<file path="src/design/kdeq_pkg.sv">
// ----------------------------------------------------------------------------
// kdeq_pkg
// shared types and codes of the key debounce event queue
// ----------------------------------------------------------------------------
package kdeq_pkg;

   typedef enum logic [1:0] {
      EV_PRESS   = 2'd0,
      EV_CLICKED = 2'd1,
      EV_RELEASE = 2'd2,
      EV_LONG    = 2'd3
   } ev_kind_type;

   typedef struct packed {
      logic        fire;
      ev_kind_type kind;
   } key_event_type;

   localparam logic [1:0] CMD_TICK     = 2'd0;
   localparam logic [1:0] CMD_GET      = 2'd1;
   localparam logic [1:0] CMD_SUPPRESS = 2'd2;

   localparam logic [1:0] REG_KEYS_IN_USE  = 2'd0;
   localparam logic [1:0] REG_ACTIVE_LOW   = 2'd1;
   localparam logic [1:0] REG_PRESS_FILTER = 2'd2;
   localparam logic [1:0] REG_REPEAT       = 2'd3;

   localparam logic [1:0]  LEVEL_UNKNOWN      = 2'd2;
   localparam logic [15:0] PRESS_FILTER_RESET = 16'd20;
   localparam logic [15:0] REPEAT_RESET       = 16'd500;

endpackage

</file>
<file path="src/design/kdeq_key_unit.sv">
// ----------------------------------------------------------------------------
// kdeq_key_unit
// next-state and event logic of one key, shared by all keys in turn
// ----------------------------------------------------------------------------
module kdeq_key_unit #(
   parameter int COUNT_BITS = 16
) (
   input  logic [1:0]            level_cur,
   input  logic [COUNT_BITS-1:0] count_cur,
   input  logic                  idle_cur,
   input  logic                  lv,
   input  logic                  pressed,
   input  logic [15:0]           press_ticks,
   input  logic [15:0]           repeat_ticks,
   output logic [1:0]            level_nxt,
   output logic [COUNT_BITS-1:0] count_nxt,
   output logic                  idle_nxt,
   output kdeq_pkg::key_event_type key_event
);

   localparam logic [COUNT_BITS-1:0] ONE = COUNT_BITS'(1);
   localparam logic [COUNT_BITS-1:0] TWO = COUNT_BITS'(2);

   logic [COUNT_BITS-1:0] count_dec;
   logic [COUNT_BITS-1:0] repeat_load;
   logic [COUNT_BITS-1:0] filter_load;
   logic [COUNT_BITS-1:0] filter_load_m1;
   logic [31:0]           filter_m1_wide;

   assign count_dec      = count_cur - ONE;
   assign repeat_load    = COUNT_BITS'(32'(repeat_ticks));
   assign filter_load    = COUNT_BITS'(32'(press_ticks));
   assign filter_m1_wide = 32'(press_ticks) - 32'd1;
   assign filter_load_m1 = filter_m1_wide[COUNT_BITS-1:0];

   always_comb begin
      level_nxt      = level_cur;
      count_nxt      = count_cur;
      idle_nxt       = idle_cur;
      key_event.fire = 1'b0;
      key_event.kind = kdeq_pkg::EV_PRESS;
      if (level_cur != {1'b0, lv}) begin
         if (pressed) begin
            if (count_cur > ONE) begin
               count_nxt = count_dec;
            end else if (count_cur == ONE) begin
               level_nxt      = {1'b0, lv};
               idle_nxt       = 1'b0;
               count_nxt      = repeat_load;
               key_event.fire = 1'b1;
               key_event.kind = kdeq_pkg::EV_PRESS;
            end else begin
               count_nxt = filter_load_m1;
            end
         end else begin
            if (count_cur > TWO) begin
               count_nxt = count_dec;
            end else if (count_cur == TWO) begin
               count_nxt      = ONE;
               key_event.fire = !idle_cur;
               key_event.kind = kdeq_pkg::EV_CLICKED;
            end else if (count_cur == ONE) begin
               count_nxt      = '0;
               level_nxt      = {1'b0, lv};
               idle_nxt       = 1'b1;
               key_event.fire = !idle_cur;
               key_event.kind = kdeq_pkg::EV_RELEASE;
            end else begin
               count_nxt = filter_load;
            end
         end
      end else if (!idle_cur && pressed) begin
         if (count_cur == ONE) begin
            count_nxt      = repeat_load;
            key_event.fire = 1'b1;
            key_event.kind = kdeq_pkg::EV_LONG;
         end else if (count_cur > ONE) begin
            count_nxt = count_dec;
         end
      end
   end

endmodule

</file>
<file path="src/design/key_debounce_event_queue.sv">
// ----------------------------------------------------------------------------
// key_debounce_event_queue
// debounces keys one tick at a time and queues press, click, release and
// long-press events for later reads
// ----------------------------------------------------------------------------
//   channel  direction  tdata (low bit up)              tuser
//   req      in         key_levels[7:0], key_index[10:8] command[1:0]
//   rsp      out        event_kind[1:0], event_key[4:2]  event_valid[0]
//   csr      in         csr_index, csr_wdata             -
//
// a tick walks one key per cycle through the shared key unit, then passes
// the push state; a get passes the read state, through the registered queue
// read port, and then the deliver state; suppress and unknown commands are
// handled on acceptance and leave the sequencer idle.
// reset returns every key to unknown level and idle and empties the queue.
// a get answer waits in the response register while rsp_tready is low; ticks
// go on meanwhile, only the next get holds until the register is free.
// ----------------------------------------------------------------------------
module key_debounce_event_queue #(
   parameter int NUM_KEYS    = 8,
   parameter int QUEUE_DEPTH = 8,
   parameter int COUNT_BITS  = 16
) (
   input  logic        clock,
   input  logic        reset,
   input  logic        req_tvalid,
   output logic        req_tready,
   input  logic [15:0] req_tdata,   // key_levels[7:0], key_index[10:8]
   input  logic [1:0]  req_tuser,   // command[1:0]
   output logic        rsp_tvalid,
   input  logic        rsp_tready,
   output logic [7:0]  rsp_tdata,   // event_kind[1:0], event_key[4:2]
   output logic [0:0]  rsp_tuser,   // event_valid[0]
   input  logic        csr_valid,
   output logic        csr_ready,
   input  logic [1:0]  csr_index,
   input  logic [15:0] csr_wdata
);

   localparam int KW  = (NUM_KEYS > 1) ? $clog2(NUM_KEYS) : 1;
   localparam int WCW = $clog2(NUM_KEYS + 1);
   localparam int QW  = $clog2(QUEUE_DEPTH);
   localparam int FW  = $clog2(QUEUE_DEPTH + 1);

   typedef enum logic [2:0] {
      ST_IDLE,
      ST_WALK,
      ST_PUSH,
      ST_READ,
      ST_DELIVER
   } state_type;

   // configuration
   logic [3:0]  keys_in_use_ff;
   logic [7:0]  active_low_ff;
   logic [15:0] press_filter_ff;
   logic [15:0] repeat_ff;

   // per-key state
   logic [1:0]            level_ff [NUM_KEYS];
   logic [COUNT_BITS-1:0] count_ff [NUM_KEYS];
   logic                  idle_ff  [NUM_KEYS];

   // queue
   logic [4:0]    queue_mem [QUEUE_DEPTH];
   logic [4:0]    rd_data_ff;
   logic [QW-1:0] rptr_ff, rptr_in;
   logic [QW-1:0] wptr_ff, wptr_in;
   logic [FW-1:0] fill_ff, fill_in;

   // sequencer
   state_type                state_ff, state_in;
   logic [WCW-1:0]           walk_ff, walk_in;
   logic [7:0]               levels_ff, levels_in;
   kdeq_pkg::key_event_type  ev_ff, ev_in;
   logic [2:0]               ev_key_ff, ev_key_in;
   logic                     hit_ff, hit_in;
   logic                     rsp_valid_ff, rsp_valid_in;
   logic                     rsp_flag_ff, rsp_flag_in;
   logic [1:0]               rsp_kind_ff, rsp_kind_in;
   logic [2:0]               rsp_key_ff, rsp_key_in;

   logic [1:0]  req_command;
   logic [7:0]  req_levels;
   logic [2:0]  req_key;
   logic        req_accept;
   logic        queue_push;
   logic        key_write;
   logic        suppress_hit;
   logic [KW-1:0] sup_idx;

   logic [5:0]    keys_n;
   logic [KW-1:0] widx;
   logic [31:0]   widx_wide;
   logic          walk_lv;
   logic          walk_pressed;
   logic          walk_more;

   logic [1:0]              unit_level;
   logic [COUNT_BITS-1:0]   unit_count;
   logic                    unit_idle;
   kdeq_pkg::key_event_type unit_event;

   assign req_command = req_tuser;
   assign req_levels  = req_tdata[7:0];
   assign req_key     = req_tdata[10:8];
   assign req_tready  = (state_ff == ST_IDLE);
   assign req_accept  = req_tvalid && req_tready;
   assign csr_ready   = 1'b1;

   assign rsp_tvalid = rsp_valid_ff;
   assign rsp_tdata  = {3'b000, rsp_key_ff, rsp_kind_ff};
   assign rsp_tuser  = rsp_flag_ff;

   // configuration registers
   always_ff @(posedge clock) begin
      if (reset) begin
         keys_in_use_ff  <= '0;
         active_low_ff   <= '0;
         press_filter_ff <= kdeq_pkg::PRESS_FILTER_RESET;
         repeat_ff       <= kdeq_pkg::REPEAT_RESET;
      end else if (csr_valid && csr_ready) begin
         case (csr_index)
            kdeq_pkg::REG_KEYS_IN_USE:  keys_in_use_ff  <= csr_wdata[3:0];
            kdeq_pkg::REG_ACTIVE_LOW:   active_low_ff   <= csr_wdata[7:0];
            kdeq_pkg::REG_PRESS_FILTER: press_filter_ff <= csr_wdata;
            kdeq_pkg::REG_REPEAT:       repeat_ff       <= csr_wdata;
            default: ;
         endcase
      end
   end

   // walk over keys through the shared unit
   assign keys_n = (6'(keys_in_use_ff) > 6'(NUM_KEYS)) ? 6'(NUM_KEYS)
                                                        : 6'(keys_in_use_ff);
   assign widx         = walk_ff[KW-1:0];
   assign widx_wide    = 32'(widx);
   assign walk_more    = 6'(walk_ff) < keys_n;
   assign walk_lv      = (widx_wide < 32'd8) ? levels_ff[widx_wide[2:0]] : 1'b0;
   assign walk_pressed = walk_lv ^ ((widx_wide < 32'd8) ?
                                    active_low_ff[widx_wide[2:0]] : 1'b0);

   kdeq_key_unit #(
      .COUNT_BITS (COUNT_BITS)
   ) u_key_unit (
      .level_cur    (level_ff[widx]),
      .count_cur    (count_ff[widx]),
      .idle_cur     (idle_ff[widx]),
      .lv           (walk_lv),
      .pressed      (walk_pressed),
      .press_ticks  (press_filter_ff),
      .repeat_ticks (repeat_ff),
      .level_nxt    (unit_level),
      .count_nxt    (unit_count),
      .idle_nxt     (unit_idle),
      .key_event    (unit_event)
   );

   assign key_write    = (state_ff == ST_WALK) && walk_more;
   assign suppress_hit = req_accept && (req_command == kdeq_pkg::CMD_SUPPRESS)
                         && (32'(req_key) < NUM_KEYS);
   assign sup_idx      = KW'(req_key);

   always_ff @(posedge clock) begin
      if (reset) begin
         for (int k = 0; k < NUM_KEYS; k++) begin
            level_ff[k] <= kdeq_pkg::LEVEL_UNKNOWN;
            count_ff[k] <= '0;
            idle_ff[k]  <= 1'b1;
         end
      end else if (key_write) begin
         level_ff[widx] <= unit_level;
         count_ff[widx] <= unit_count;
         idle_ff[widx]  <= unit_idle;
      end else if (suppress_hit) begin
         level_ff[sup_idx] <= {1'b0, req_levels[req_key]};
         count_ff[sup_idx] <= '0;
         idle_ff[sup_idx]  <= 1'b1;
      end
   end

   // event queue storage
   assign queue_push = (state_ff == ST_PUSH) && (keys_in_use_ff != 4'd0) && ev_ff.fire
                       && (fill_ff < FW'(QUEUE_DEPTH));

   always_ff @(posedge clock) begin
      if (queue_push) begin
         queue_mem[wptr_ff] <= {ev_key_ff, ev_ff.kind};
      end
      if (state_ff == ST_READ) begin
         rd_data_ff <= queue_mem[rptr_ff];
      end
   end

   // sequencer
   always_comb begin
      state_in     = state_ff;
      walk_in      = walk_ff;
      levels_in    = levels_ff;
      ev_in        = ev_ff;
      ev_key_in    = ev_key_ff;
      hit_in       = hit_ff;
      rptr_in      = rptr_ff;
      wptr_in      = wptr_ff;
      fill_in      = fill_ff;
      rsp_valid_in = rsp_valid_ff && !rsp_tready;
      rsp_flag_in  = rsp_flag_ff;
      rsp_kind_in  = rsp_kind_ff;
      rsp_key_in   = rsp_key_ff;
      case (state_ff)
         ST_IDLE: begin
            if (req_accept) begin
               case (req_command)
                  kdeq_pkg::CMD_TICK: begin
                     levels_in = req_levels;
                     walk_in   = '0;
                     ev_in     = '0;
                     ev_key_in = '0;
                     state_in  = ST_WALK;
                  end
                  kdeq_pkg::CMD_GET: begin
                     hit_in   = (keys_in_use_ff != 4'd0) && (fill_ff != '0);
                     state_in = ST_READ;
                  end
                  default: ;
               endcase
            end
         end
         ST_WALK: begin
            if (walk_more) begin
               if (unit_event.fire) begin
                  ev_in     = unit_event;
                  ev_key_in = 3'(widx_wide);
               end
               walk_in = walk_ff + WCW'(1);
            end else begin
               state_in = ST_PUSH;
            end
         end
         ST_PUSH: begin
            if (queue_push) begin
               wptr_in = (32'(wptr_ff) == QUEUE_DEPTH - 1) ? '0 : wptr_ff + QW'(1);
               fill_in = fill_ff + FW'(1);
            end
            state_in = ST_IDLE;
         end
         ST_READ: begin
            state_in = ST_DELIVER;
         end
         ST_DELIVER: begin
            if (!rsp_valid_ff || rsp_tready) begin
               rsp_valid_in = 1'b1;
               rsp_flag_in  = hit_ff;
               rsp_kind_in  = hit_ff ? rd_data_ff[1:0] : 2'b00;
               rsp_key_in   = hit_ff ? rd_data_ff[4:2] : 3'b000;
               if (hit_ff) begin
                  rptr_in = (32'(rptr_ff) == QUEUE_DEPTH - 1) ? '0 : rptr_ff + QW'(1);
                  fill_in = fill_ff - FW'(1);
               end
               state_in = ST_IDLE;
            end
         end
         default: state_in = ST_IDLE;
      endcase
   end

   always_ff @(posedge clock) begin
      if (reset) begin
         state_ff     <= ST_IDLE;
         rptr_ff      <= '0;
         wptr_ff      <= '0;
         fill_ff      <= '0;
         rsp_valid_ff <= 1'b0;
         walk_ff      <= '0;
         ev_ff        <= '0;
         hit_ff       <= 1'b0;
      end else begin
         state_ff     <= state_in;
         rptr_ff      <= rptr_in;
         wptr_ff      <= wptr_in;
         fill_ff      <= fill_in;
         rsp_valid_ff <= rsp_valid_in;
         walk_ff      <= walk_in;
         ev_ff        <= ev_in;
         hit_ff       <= hit_in;
      end
      levels_ff   <= levels_in;
      ev_key_ff   <= ev_key_in;
      rsp_flag_ff <= rsp_flag_in;
      rsp_kind_ff <= rsp_kind_in;
      rsp_key_ff  <= rsp_key_in;
   end

   // checks
   a_fill_bound: assert property (@(posedge clock) disable iff (reset)
      fill_ff <= FW'(QUEUE_DEPTH))
      else $error("queue fill above depth");

   a_ptr_match: assert property (@(posedge clock) disable iff (reset)
      (fill_ff == '0 || fill_ff == FW'(QUEUE_DEPTH)) |-> (rptr_ff == wptr_ff))
      else $error("queue pointers disagree with fill");

   a_empty_zero: assert property (@(posedge clock) disable iff (reset)
      (rsp_valid_ff && !rsp_flag_ff) |-> (rsp_kind_ff == 2'b00 && rsp_key_ff == 3'b000))
      else $error("empty answer carries a payload");

   a_rsp_source: assert property (@(posedge clock) disable iff (reset)
      $rose(rsp_valid_ff) |-> $past(state_ff == ST_DELIVER))
      else $error("response raised outside delivery");

endmodule

</file>
<file path="config.mk">
export PLATFORM = sky130hd
export DESIGN_NAME = key_debounce_event_queue
export DESIGN_NICKNAME = d
export VERILOG_FILES = /design/src/design/kdeq_pkg.sv /design/src/design/kdeq_key_unit.sv /design/src/design/key_debounce_event_queue.sv
export SDC_FILE = /design/constraint.sdc
export NUM_CORES = 1
export LEC_CHECK = 0
export ABC_AREA = 0
export ABC_CLOCK_PERIOD_IN_PS = 14400
export BUFFER_PORTS_ARGS = -buffer_cell sky130_fd_sc_hd__buf_2
export CORE_MARGIN = 4
export CORE_UTILIZATION = 57
export CTS_CLUSTER_SIZE = 40
export DETAILED_ROUTE_END_ITERATION = 7
export PLACE_DENSITY = 0.74
export SYNTH_ARGS = -nofsm -noshare
export SYNTH_HDL_FRONTEND = slang
export SYNTH_SLANG_ARGS = --single-unit
</file>
<file path="constraint.sdc">
create_clock -name clock -period 14.4 [get_ports clock]
set_input_delay 0.72 -clock clock [delete_from_list [all_inputs] [get_ports clock]]
set_output_delay 0.72 -clock clock [all_outputs]
set_load 0.01 [all_outputs]
</file>
Word level (Yosys, flattened, before mapping)
Memories as Yosys holds them, arrays and structs flattened. A register that Yosys moved wholly into a read port is not among the register bits.
Index checks and enable logic that the tools add are counted.
- register bits: 83
- bits in writable memories: 192
- input bits: 41
- output and inout bits: 12
- logic and storage cells: 201
- memories kept: 4
- memories (memory ; words ; width ; read ports ; clocked after memory_dff ; wr ports ; line ; text):
    count_ff ; 8 ; 16 ; 1 ; 1 ; 8 ; key_debounce_event_queue.sv:61 ; logic [COUNT_BITS-1:0] count_ff [NUM_KEYS];
    queue_mem ; 8 ; 5 ; 1 ; 1 ; 1 ; key_debounce_event_queue.sv:65 ; logic [4:0] queue_mem [QUEUE_DEPTH];
    level_ff ; 8 ; 2 ; 1 ; 1 ; 8 ; key_debounce_event_queue.sv:60 ; logic [1:0] level_ff [NUM_KEYS];
    idle_ff ; 8 ; 1 ; 1 ; 1 ; 8 ; key_debounce_event_queue.sv:62 ; logic idle_ff [NUM_KEYS];
- add/sub/neg operators: 7
- magnitude comparators: 8
- eq/ne operators: 23
- multiplexer cells: 101
- bitwise gates (word level): 1
- reduce and logical (&&, ||, !) cells: 39
- operators by type and width (cell ; count):
    2-to-1 mux 16 bit ; 12
    2-to-1 mux 3 bit ; 32
    2-to-1 mux 1 bit ; 33
    OR reduction 16 bit ; 2
    subtractor 16 x 1 -> 16 bit, second input constant ; 2
    2-to-1 mux 4 bit ; 7
    one-hot mux 3 bit (2 select lines) ; 3
    equality test 16 x 1 -> 1 bit, second input constant ; 1
    equality test 16 x 2 -> 1 bit, second input constant ; 1
    greater-than comparator 16 x 1 -> 1 bit, second input constant ; 1
    greater-than comparator 16 x 2 -> 1 bit, second input constant ; 1
    2-to-1 mux 2 bit ; 8
    one-hot mux 4 bit (2 select lines) ; 2
    < comparator 3 x 4 -> 1 bit, second input constant ; 3
    one-hot mux 3 bit (4 select lines) ; 1
    AND reduction 2 bit ; 6
    AND reduction 4 bit ; 3
    inequality test 2 bit, second input constant ; 5
    binary-select mux 1 bit (select 3 bit) ; 3
    equality test 3 bit, second input constant ; 3
    logical AND 1 bit ; 9
    AND reduction 3 bit ; 3
    adder 4 x 1 -> 4 bit, second input constant ; 2
    nonzero test 4 bit ; 2
    other kinds (21) ; 34

Logic depth before layout (Yosys ltp)
- word-level depth: 10
- gate-level depth with buffers: 16
- mapped depth without buffers: 12

Hierarchy
From an unflattened synthesis, not the netlist that was laid out.
- cell total of the unflattened synthesis: 1226
- area total of the unflattened synthesis: 14458.9 um^2
- modules (own cells, without submodules) (module ; instances ; cells an instance ; area an instance (um^2) ; seq. area each (um^2)):
    key_debounce_event_queue ; 1 ; 932 ; 12485.7 ; 7727.4
    kdeq_key_unit ; 1 ; 294 ; 1973.1 ; 0.0

Worst setup path before layout
Ideal clock, no wire load.
- kind: flip-flop to flip-flop
- start: register (tool-made name)
- end: memory count_ff[0][15] (data pin)
- setup time: 0.278 ns
- data arrival time: 4.372 ns
- required time: 14.122 ns
- path slack: 9.750 ns
- cell stages (with the launch flop): 16
- buffers on the path: 4
- clock period less this slack: 4.650 ns
- path through: dfxtp_1 -> buf_2 -> clkbuf_1 -> clkbuf_1 -> mux4_2 -> mux2i_1 -> inv_1 -> ha_1 -> clkbuf_1 -> nor2_1 -> nand3_1 -> or4_1 -> a21oi_1 -> a21oi_1 -> a21oi_1 -> nor4_1
- RTL lines (element ; line):
    end: declaration ; key_debounce_event_queue.sv:61

==> impl_metrics.csv <==
group,metric,value,unit
synth,avgSynthCellArea,11.6,um2
place,portBuffers,43,
cts,cts_buffer_depth,3,
cells_and_area,final_cells,1570,
floorplanning,initial_core_util,0.577,
cts,ctsRootBufferMaster,"clkbuf_16",
sta,slew_headroom,0.0547,
synth,yosys_warnings,0,
sta,max_freq,0.168,GHz
sta,finalCritPeriodShare,0.414,
worst_setup_path,cp_num_buf_inv,3,
cells_and_area,nets,1280,
worst_hold_path,hold_class,"in2reg",
worst_setup_path,critPathTopFamily,"simple AND/OR/NAND/NOR gates",
synth,synthMuxAreaShare,0.129,
worst_setup_path,crit_required,14640,ps
sta,finalSetupTns,0,ps
sta,hold_ws,385,ps
synth,synthAdderAreaFrac,0.0140,
worst_setup_path,criticalPathCategory,"reg2reg",
cts,postCtsSetupRepairBufs,0,
sta,finalClockSkew,27.8,ps
place,hpwlAfterDp,23100,um
cells_and_area,n_antenna_cell,0,
synth,synth-simple-area-share,0.171,
floorplanning,core,24200,um2
cts,ctsHoldBuffers,0,
synth,async_flop_share,0,
sta,setup-violations-final,0,
global_routing,grt_max_degree,63,
floorplanning,dieArea,27100,um2
global_routing,overflow,0,
place,gp_congestion,1.01,
floorplanning,die_y,164,um
sta,min_period,5970,ps
synth,synth_top_family_by_area,"simple AND/OR/NAND/NOR gates",
cts,cts_resized,0,
global_routing,grt_use_total,0.262,
synth,netlist_area,14000,um2
detailed_routing,vias_per_cell,6.34,
synth,synth_edf_count,206,
detailed_routing,detail-route-antenna-nets,0,
cts,clk_latency,550,ps
worst_setup_path,crit_path_start_kind,"register",
synth,netlist-cell-type-count,82,
global_routing,first_global_vias,9550,
synth,synth_xor_area_frac,0.0182,
cells_and_area,area_growth,9.73,%
global_routing,antenna_found_initial,0,
floorplanning,ioPinCount,53,
detailed_routing,drc_errors,0,
flow_run,maxCapViolCount,0,
worst_setup_path,path_cells,"buf_4 -> mux4_2 -> mux2i_1 -> buf_4 -> ha_1 -> inv_1 -> nor2_1 -> nand3_1 -> or4_1 -> a21oi_1 -> nor3_1 -> nor2_1 -> nor3_1",
sta,timing.final.max_slew_violations,0,
worst_setup_path,critPathCaptureType,"register",
place,dp_cells,1517,
cts,cts.sinks,283,
detailed_routing,vias,9955,
power,power_density,119,nW/um2
worst_setup_path,crit_path_top_delay_cell,"a21oi_1",
detailed_routing,dr.pass1.iters,5,
cts,clk_pin_slew_worst_paths,60,ps
floorplanning,die_w,164,um
sta,hold_violations,0,
run_status,outcome,"finished clean",
synth,synth_seq_area_share,0.554,
detailed_routing,drtIter0Drc,1203,
worst_setup_path,arrival,6210,ps
detailed_routing,finalWirelength,35000,um
synth,synth-compound-area-share,0.0854,
global_routing,grt_pass1_wl,54900,um
worst_setup_path,cp_max_fo,38,
worst_setup_path,critical-path-max-stage-delay,760,ps
power,vdd_drop_max,106,uV
cts,numCtsBuffers,29,
synth,synthCells,1206,
floorplanning,rows,57,
sta,tightestPinTransition,1410,ps
cells_and_area,drive_above_1_share,0.154,
cts,htree_levels,1,
cts,cts_tree,"done",
detailed_routing,wl_per_cell,22.3,um
sta,rsz0062_at_grt,"false",
synth,synth_seq_cells,283,
synth,synthFlopType,"edfxtp_1",
power,p_leak,0.00522,uW
-- layout make-up --
class	instances	area (um2)
Fill cell	1860	8860
Multi-Input combinational cell	834	5850
Clock buffer	42	842
Clock inverter	11	105
Tap cell	324	405
Inverter	20	75.1
Timing Repair Buffer	56	313
Sequential cell	283	7730
-- path summary, 6_finish.rpt --
| kind | from | to | slack (ps) | cells past startpoint |
|---|---|---|---|---|
| hold reg to reg | repeat_ff[11] | repeat_ff[11] | 480 | 2 |
| hold / removal | req_tdata[6] | levels_ff[6] | 380 | 1 |
| setup reg to reg | register | count_ff[5][11] | 8430 | 13 |
| setup / recovery | register | count_ff[5][11] | 8430 | 13 |
-- worst register-to-register path: cells and delay by family, from the launching register on --
kind                       cells  cell delay (ps)
and+or+nand+nor                6             2130
buffers and inverters          3             1110
muxes                          2              780
AOI/OAI and AO/OA              1              760
adders and majority gates      1              590
DFF                            1              310
-- registers in the layout, indices dropped and copies added, names as in the netlist, named ones only --
register / count
active_low_ff: 8
count_ff: 128
ev_ff: 3
ev_key_ff: 3
fill_ff: 4
hit_ff: 1
idle_ff: 8
keys_in_use_ff: 4
level_ff: 16
levels_ff: 8
press_filter_ff: 16
queue_mem: 40
rd_data_ff: 5
repeat_ff: 16
rptr_ff: 3
rsp_key_ff: 3
rsp_kind_ff: 2
rsp_tuser: 1
rsp_tvalid: 1
state_ff: 3
walk_ff: 4
wptr_ff: 3
-- placed cells by master, fill, tap and decap left out, types with 13 or more instances in the layout --
| master | Yosys | layout |
|---|---|---|
| buf_4 | 5 | 13 |
| nand2_1 | 129 | 129 |
| buf_2 | 7 | 43 |
| nor3_1 | 31 | 31 |
| a21oi_1 | 61 | 61 |
| nor2_1 | 178 | 178 |
| nor4_1 | 33 | 33 |
| edfxtp_1 | 206 | 206 |
| nand3_1 | 40 | 40 |
| clkbuf_16 | 0 | 31 |
| inv_1 | 18 | 18 |
| mux4_2 | 51 | 51 |
| xnor2_1 | 19 | 19 |
| mux2i_1 | 39 | 39 |
| o21ai_0 | 24 | 24 |
| ha_1 | 14 | 14 |
| dfxtp_1 | 77 | 75 |
-- cells by family (layout without fill, tap and decap cells) --
| group | count (synthesis) | count (layout) |
|---|---|---|
| compound gates | 179 | 179 |
| xor+xnor | 29 | 29 |
| fa+ha+maj | 15 | 15 |
| buf+inv | 91 | 129 |
| flops | 283 | 283 |
| mux | 109 | 109 |
| other cells | 2 | 4 |
| simple gates | 498 | 498 |
-- power by group --
| group | switching [uW] | total, uW | internal [uW] |
|---|---|---|---|
| clock network | 303 | 744 | 441 |
| registers | 11.0 | 903 | 892 |
| logic | 122 | 181 | 59.0 |
| total | 436 | 1830 | 1390 |
-- cells in the mapped netlist, drive strengths merged (11+ instances only) --
cell | number | share of area
dfxtp | 77 | 0.11
nand3 | 40 | 0.014
mux2i | 45 | 0.034
a21oi | 61 | 0.022
nor3 | 31 | 0.011
buf | 21 | 0.0092
nor2 | 182 | 0.050
nand2 | 129 | 0.035
ha | 14 | 0.013
mux2 | 11 | 0.0089
nor4 | 34 | 0.016
mux4 | 53 | 0.086
inv | 18 | 0.0048
clkbuf | 50 | 0.013
xnor2 | 19 | 0.012
o21ai | 26 | 0.0093
edfxtp | 206 | 0.44
-- per-layer routing --
| metal | global-route usage | wire length (um) | up-vias | part of all wire |
|---|---|---|---|---|
| li1 | - | - | 4568 | - |
| met1 | 0.379 | 14900 | 4867 | 0.43 |
| met2 | 0.423 | 16400 | 464 | 0.47 |
| met3 | 0.0389 | 2970 | 56 | 0.085 |
| met4 | 0.0658 | 743 | 0 | 0.021 |
| met5 | 0 | 0 | - | 0 |
-- metrics by stage --
stage / setup WS, ps / utilization / area [um2] / power [uW]
3_5_place_dp: 8610 / 0.594 / 14400 / 1100
4_1_cts: 8620 / 0.634 / 15300 / 1830
6_report: 8430 / 0.634 / 15300 / 1830
3_3_place_gp: 8610 / 0.594 / 14400 / 1090
2_1_floorplan: 9750 / - / 14000 / 1040
5_1_grt: 8130 / 0.634 / 15300 / 1890
(Power assumes the default switching activity.)
